## src/design/dade_pkg.sv

```systemverilog
package dade_pkg;

   localparam int LEVEL_W = 32;
   localparam int ENV_W   = 16;
   localparam int CSR_IDX_W = 8;
   localparam int REQ_W   = 8;
   localparam int RSP_W   = 40;

   localparam logic [LEVEL_W-1:0] ENV_TOP = 32'hFFFF_0000;

   typedef enum logic [1:0] {
      STAGE_IDLE   = 2'd0,
      STAGE_ATTACK = 2'd1,
      STAGE_DECAY  = 2'd2
   } stage_type;

   typedef enum logic [CSR_IDX_W-1:0] {
      CSR_ATTACK_STEP_A = 8'd0,
      CSR_DECAY_STEP_A  = 8'd1,
      CSR_ATTACK_STEP_B = 8'd2,
      CSR_DECAY_STEP_B  = 8'd3
   } csr_index_type;

   typedef struct packed {
      logic [ENV_W-1:0] env;
      logic             busy;
   } chan_out_type;

endpackage

```

## src/design/dual_attack_decay_envelope.sv

```systemverilog
// Two-channel attack-decay envelope generator.
// req_ carries one tick item per handshake; bit 0 triggers channel A, bit 1
// channel B. A trigger restarts that channel from zero in attack, and the
// same tick then advances it.
// rsp_ returns one item per tick: both 16-bit levels and the busy flags,
// taken after that tick's update.
// csr_ writes the four 32-bit step registers (index 0..3, others ignored);
// always ready, write only while no tick is in flight.
// The result item is registered in the output register, or in the skid entry while that is full.
// Throughput: one tick per cycle while req_tready is high; each channel update
// is a single add or subtract plus compare, from channel state to output register.
// A two-entry output buffer (register plus skid) keeps req_tready free of
// any combinational path from rsp_tready. While the receiver stalls, up to
// two results are held and req_tready then drops until one is taken.
// Reset clears both levels to zero, both channels to idle, the step
// registers to zero and the output buffer to empty.
module dual_attack_decay_envelope (
   input  logic                            clock,
   input  logic                            reset,
   input  logic                            req_tvalid,
   output logic                            req_tready,
   input  logic [dade_pkg::REQ_W-1:0]      req_tdata,  // trig_a, trig_b, zero pad
   output logic                            rsp_tvalid,
   input  logic                            rsp_tready,
   output logic [dade_pkg::RSP_W-1:0]      rsp_tdata,  // env_out_a, env_out_b, busy_a,
                                                       // busy_b, any_busy, zero pad
   input  logic                            csr_valid,
   output logic                            csr_ready,
   input  logic [dade_pkg::CSR_IDX_W-1:0]  csr_index,
   input  logic [dade_pkg::LEVEL_W-1:0]    csr_data
);

   logic [dade_pkg::LEVEL_W-1:0] rise_step_a_ff;
   logic [dade_pkg::LEVEL_W-1:0] fall_step_a_ff;
   logic [dade_pkg::LEVEL_W-1:0] rise_step_b_ff;
   logic [dade_pkg::LEVEL_W-1:0] fall_step_b_ff;

   logic                       tick;
   dade_pkg::chan_out_type     res_a;
   dade_pkg::chan_out_type     res_b;
   logic [dade_pkg::RSP_W-1:0] rsp_word;

   assign csr_ready = 1'b1;

   always_ff @(posedge clock) begin
      if (reset) begin
         rise_step_a_ff <= '0;
         fall_step_a_ff <= '0;
         rise_step_b_ff <= '0;
         fall_step_b_ff <= '0;
      end else if (csr_valid && csr_ready) begin
         unique case (csr_index)
            dade_pkg::CSR_ATTACK_STEP_A: rise_step_a_ff <= csr_data;
            dade_pkg::CSR_DECAY_STEP_A:  fall_step_a_ff <= csr_data;
            dade_pkg::CSR_ATTACK_STEP_B: rise_step_b_ff <= csr_data;
            dade_pkg::CSR_DECAY_STEP_B:  fall_step_b_ff <= csr_data;
            default: ;
         endcase
      end
   end

   assign tick = req_tvalid && req_tready;

   dade_channel u_chan_a (
      .clock     (clock),
      .reset     (reset),
      .tick      (tick),
      .trig      (req_tdata[0]),
      .rise_step (rise_step_a_ff),
      .fall_step (fall_step_a_ff),
      .result    (res_a)
   );

   dade_channel u_chan_b (
      .clock     (clock),
      .reset     (reset),
      .tick      (tick),
      .trig      (req_tdata[1]),
      .rise_step (rise_step_b_ff),
      .fall_step (fall_step_b_ff),
      .result    (res_b)
   );

   assign rsp_word = {5'b0, res_a.busy | res_b.busy, res_b.busy, res_a.busy,
                      res_b.env, res_a.env};

   dade_out_buf u_out_buf (
      .clock     (clock),
      .reset     (reset),
      .in_valid  (req_tvalid),
      .in_ready  (req_tready),
      .in_data   (rsp_word),
      .out_valid (rsp_tvalid),
      .out_ready (rsp_tready),
      .out_data  (rsp_tdata)
   );

endmodule

```

## src/design/dade_channel.sv

```systemverilog
module dade_channel (
   input  logic                            clock,
   input  logic                            reset,
   input  logic                            tick,
   input  logic                            trig,
   input  logic [dade_pkg::LEVEL_W-1:0]    rise_step,
   input  logic [dade_pkg::LEVEL_W-1:0]    fall_step,
   output dade_pkg::chan_out_type          result
);

   logic [dade_pkg::LEVEL_W-1:0] acc_ff;
   logic [dade_pkg::LEVEL_W-1:0] acc_in;
   dade_pkg::stage_type          stage_ff;
   dade_pkg::stage_type          stage_in;

   logic [dade_pkg::LEVEL_W-1:0] acc_start;
   dade_pkg::stage_type          stage_start;
   logic [dade_pkg::LEVEL_W:0]   sum;

   always_comb begin
      acc_start   = trig ? '0 : acc_ff;
      stage_start = trig ? dade_pkg::STAGE_ATTACK : stage_ff;
      sum         = {1'b0, acc_start} + {1'b0, rise_step};
      acc_in      = acc_start;
      stage_in    = stage_start;
      case (stage_start)
         dade_pkg::STAGE_ATTACK: begin
            if (sum[dade_pkg::LEVEL_W] || sum[dade_pkg::LEVEL_W-1:0] >= dade_pkg::ENV_TOP) begin
               acc_in   = dade_pkg::ENV_TOP;
               stage_in = dade_pkg::STAGE_DECAY;
            end else begin
               acc_in = sum[dade_pkg::LEVEL_W-1:0];
            end
         end
         dade_pkg::STAGE_DECAY: begin
            if (acc_start <= fall_step) begin
               acc_in   = '0;
               stage_in = dade_pkg::STAGE_IDLE;
            end else begin
               acc_in = acc_start - fall_step;
            end
         end
         default: begin
            acc_in   = acc_start;
            stage_in = stage_start;
         end
      endcase
   end

   always_ff @(posedge clock) begin
      if (reset) begin
         acc_ff   <= '0;
         stage_ff <= dade_pkg::STAGE_IDLE;
      end else if (tick) begin
         acc_ff   <= acc_in;
         stage_ff <= stage_in;
      end
   end

   assign result.env  = acc_in[dade_pkg::LEVEL_W-1 -: dade_pkg::ENV_W];
   assign result.busy = (stage_in == dade_pkg::STAGE_ATTACK) ||
                        (stage_in == dade_pkg::STAGE_DECAY);

endmodule

```

## src/design/dade_out_buf.sv

```systemverilog
module dade_out_buf (
   input  logic                        clock,
   input  logic                        reset,
   input  logic                        in_valid,
   output logic                        in_ready,
   input  logic [dade_pkg::RSP_W-1:0]  in_data,
   output logic                        out_valid,
   input  logic                        out_ready,
   output logic [dade_pkg::RSP_W-1:0]  out_data
);

   logic                       out_valid_ff;
   logic                       out_valid_in;
   logic [dade_pkg::RSP_W-1:0] out_data_ff;
   logic [dade_pkg::RSP_W-1:0] out_data_in;
   logic                       skid_valid_ff;
   logic                       skid_valid_in;
   logic [dade_pkg::RSP_W-1:0] skid_data_ff;
   logic [dade_pkg::RSP_W-1:0] skid_data_in;

   always_comb begin
      out_valid_in  = out_valid_ff;
      out_data_in   = out_data_ff;
      skid_valid_in = skid_valid_ff;
      skid_data_in  = skid_data_ff;
      if (out_valid_ff && out_ready) begin
         if (skid_valid_ff) begin
            out_data_in   = skid_data_ff;
            skid_valid_in = 1'b0;
         end else begin
            out_valid_in = 1'b0;
         end
      end
      if (in_valid && in_ready) begin
         if (out_valid_in) begin
            skid_data_in  = in_data;
            skid_valid_in = 1'b1;
         end else begin
            out_data_in  = in_data;
            out_valid_in = 1'b1;
         end
      end
   end

   always_ff @(posedge clock) begin
      if (reset) begin
         out_valid_ff  <= 1'b0;
         skid_valid_ff <= 1'b0;
      end else begin
         out_valid_ff  <= out_valid_in;
         skid_valid_ff <= skid_valid_in;
      end
      out_data_ff  <= out_data_in;
      skid_data_ff <= skid_data_in;
   end

   assign in_ready  = !skid_valid_ff;
   assign out_valid = out_valid_ff;
   assign out_data  = out_data_ff;

endmodule

```

## config.mk

```make
export PLATFORM = sky130hd
export DESIGN_NAME = dual_attack_decay_envelope
export DESIGN_NICKNAME = d
export VERILOG_FILES = /design/src/design/dade_pkg.sv /design/src/design/dual_attack_decay_envelope.sv /design/src/design/dade_channel.sv /design/src/design/dade_out_buf.sv
export SDC_FILE = /design/constraint.sdc
export NUM_CORES = 1
export LEC_CHECK = 0
export BUFFER_PORTS_ARGS = -buffer_cell sky130_fd_sc_hd__clkbuf_2
export CAP_MARGIN = 0
export CELL_PAD_IN_SITES_DETAIL_PLACEMENT = 1
export CELL_PAD_IN_SITES_GLOBAL_PLACEMENT = 1
export CORE_UTILIZATION = 27
export DETAILED_ROUTE_END_ITERATION = 6
export MAX_ROUTING_LAYER = met4
export PLACE_DENSITY_LB_ADDON = 0.1
export SYNTH_ARGS = -nofsm -noshare
export SYNTH_HDL_FRONTEND = slang
export SYNTH_SLANG_ARGS = --single-unit
export TNS_END_PERCENT = 100
```

## constraint.sdc

```tcl
create_clock -name clock -period 7.55 [get_ports clock]
set_input_delay 0.3775 -clock clock [delete_from_list [all_inputs] [get_ports clock]]
set_output_delay 0.3775 -clock clock [all_outputs]
set_load 0.05 [all_outputs]
```

==> out/metrics.yaml <==
crit_type: "flip-flop to flip-flop"
core-area_um2: 82600
postPlaceCellArea_um2: 23500
syn-num-nets: 3209
grt_usage_pct: 21.7
dieHeight_um: 292
vdd_drop_max_v: 0.000123
rows: 105
rsz0062_at_grt: "false"
place.gp.congestion: 0.875
synth_area_um2: 22700
finalCriticalPeriod_ps: 5790
start_util_pct: 27.4
drive_gt1_share_pct: 8.49
status: "finished, final reports clean"
ys_seq_area_share_pct: 25.7
portBuffers: 88
ys_types: 108
final_area_um2: 24700
most-common-layout-cells: "nand2_1 (487), a21oi_1 (305), dfxtp_1 (238), nor2_1 (237), xnor2_1 (165)"
grt_antenna_before_repair: 3
power_density_nw_per_um2: 160
insertion_delay_ps: 560
crit_path_max_fanout: 7
synth_seq_cells: 273
crit_path_start_kind: "flip-flop"
synthCells: 3110
wl_per_cell_um: 22.4
cp-end-kind: "flip-flop"
worst_clock_skew_ps: 13.1
grt_max_degree: 112
area_delta_synth_final_pct: 9.04
cp_num_buf_inv: 1
crit_family: "compound AO/OA/AOI/OAI gates"
worst_path_max_delay_cell: "a211oi_1"
cp_slowest_stage_delay_ps: 720
path_clk_slew_ps: 60
viasPerCell: 5.47
p_leak_nw: 8.53
finalNetCount: 3088
synth-async-reset-ratio_pct: 0
timing.final.hold_violations: 0
htreeDepth: 2
ctsHoldBuffers: 0
fin_crit_sh_pct: 76.7
yosysWarnings: 0
cts_root_buffer: "clkbuf_16"
drt_first_pass_iters: 5
grt_first_pass_wirelength_um: 141000
timing.fmax_mhz: 173
min-delay-path-class: "primary input to flip-flop"
drt-total-wl_um: 91800
maxSlewHeadroom_pct: 23.5
grt_pass1_vias: 22800
drtAntennaViolNets: 0
cts_resized: 0
clock_sinks: 273
worstPathCellList: "nor2b_1 -> xor2_1 -> ha_1 -> nand2b_1 -> a21oi_1 -> o31a_2 -> o31ai_2 -> o21ai_0 -> o22ai_1 -> a41oi_1 -> xor2_1 -> and4bb_2 -> a41oi_4 -> a21oi_1 -> a211oi_1 -> inv_1"
ios: 96
grt-ovfl-total: 0
postCtsSetupRepairBufs: 0
cts_buffer_depth: 3
final_common_cell: "nand2_1"
die_x_um: 292
finalSetupTns_ps: 0
num_vias: 22400
cts_made_buffers: 37
drv_cap: 0
ys.flop_type: "dfxtp_1"
cp.arrival_ps: 6070
drc_errors: 0
final_util_pct: 29.9
drt_iter0_drc: 1210
setup_viol: 0
slew_violations: 0
synth.avg_cell_area_um2: 7.29
required_ps: 7840
tightest_slew_ps: 1140
tritoncts: "yes"
dp_hpwl_um: 67000
dieArea_um2: 85100
synth_edf_count: 35
sequential cells by signal (all words and copies together), names as in the netlist, 32 cells and up:
name,count
fall_step_a_ff,32
fall_step_b_ff,32
rise_step_a_ff,32
rise_step_b_ff,32
u_chan_a.acc_ff,32
u_chan_b.acc_ff,32
u_out_buf.out_data,40
u_out_buf.skid_data_ff,35
path summary, 6_finish.rpt:
check                                         from                         to  slack [ps]  cells after the start
worst max register to register  u_chan_a.acc_ff[1]  u_out_buf.skid_data_ff[5]        1760                     16
worst max-delay path            u_chan_a.acc_ff[1]  u_out_buf.skid_data_ff[5]        1760                     16
worst min register to register  fall_step_a_ff[30]         fall_step_a_ff[30]         460                      2
worst min-delay path                    rsp_tready    u_out_buf.skid_valid_ff          60                      2
worst register-to-register path: stages, from the launching register on:
cell and delay [ps]:
dfxtp_1 450, nor2b_1 320, xor2_1 220, ha_1 300, nand2b_1 140, a21oi_1 70, o31a_2 350, o31ai_2 690
o21ai_0 440, o22ai_1 450, a41oi_1 210, xor2_1 280, and4bb_2 300, a41oi_4 390, a21oi_1 140, a211oi_1 720
inv_1 80
metal layers:
| layer | vias to the layer above | part of all wire, % | global-route usage (%) |
|---|---|---|---|
| li1 | 10900 | - | - |
| met1 | 11000 | 49 | 29.0 |
| met2 | 361 | 45 | 34.6 |
| met3 | 106 | 3.5 | 2.37 |
| met4 | 0 | 2.6 | 6.06 |
| met5 | - | 0 | - |
area by class of cell:
cell class,instances,area [um^2]
diodes,2,5.00
clock buffers,54,1060
clock inverters,13,114
fillers,10000,57900
inverters,107,402
multi-input cells,2450,15300
flip-flops and latches,273,5820
well taps,1070,1340
repair buffers,120,704
kinds of logic (layout without fill, tap and decap cells):
logic type / after synthesis / in the layout / synth area share, %
AO/OA/AOI/OAI: 963 / 963 / 28.2
AND/OR/NAND/NOR: 1147 / 1147 / 24.6
flip-flops: 273 / 273 / 25.7
adder cells (fa/ha/maj): 76 / 76 / 3.94
buffers and inverters: 387 / 294 / 7.13
multiplexers: 38 / 38 / 1.74
other: 1 / 3 / 0.0165
XOR/XNOR: 225 / 225 / 8.69
synth_stat cells, drive strengths merged, types with 35 or more instances:
cell,instances,area [um^2]
o21ai,164,825
a31oi,64,400
edfxtp,35,1050
a211oi,37,288
nand2b,79,494
buf,92,507
dfxtp,238,4760
xnor2,165,1450
nor2,242,916
clkbuf,188,707
o32ai,42,368
nor2b,62,388
nor3,56,280
a21oi,306,1530
xor2,60,526
inv,107,402
ha,44,551
nand2,490,1840
a21o,38,285
report_power, final:
part           leakage [nW]  total, W  switching (W)  internal (W)
Clock                 0.562   0.00176       0.000739       0.00102
Sequential             2.27   0.00156      0.0000464       0.00151
Combinational          5.70  0.000647       0.000452      0.000194
Total                  8.53   0.00396        0.00124       0.00273
stage by stage:
| stage | setup WS [ps] | hold WS [ps] | total power (W) | std cells |
|---|---|---|---|---|
| floorplan | 1440 | 432 | 0.00203 | 3110 |
| global route | 1440 | 53.3 | 0.00414 | 4089 |
| global placement | 1600 | 441 | 0.00223 | 4020 |
| CTS | 1860 | 33.6 | 0.00404 | 4087 |
| detailed placement | 1520 | 448 | 0.00224 | 4020 |
| finish | 1760 | 63.2 | 0.00396 | 4089 |
(Power assumes the default switching activity.)
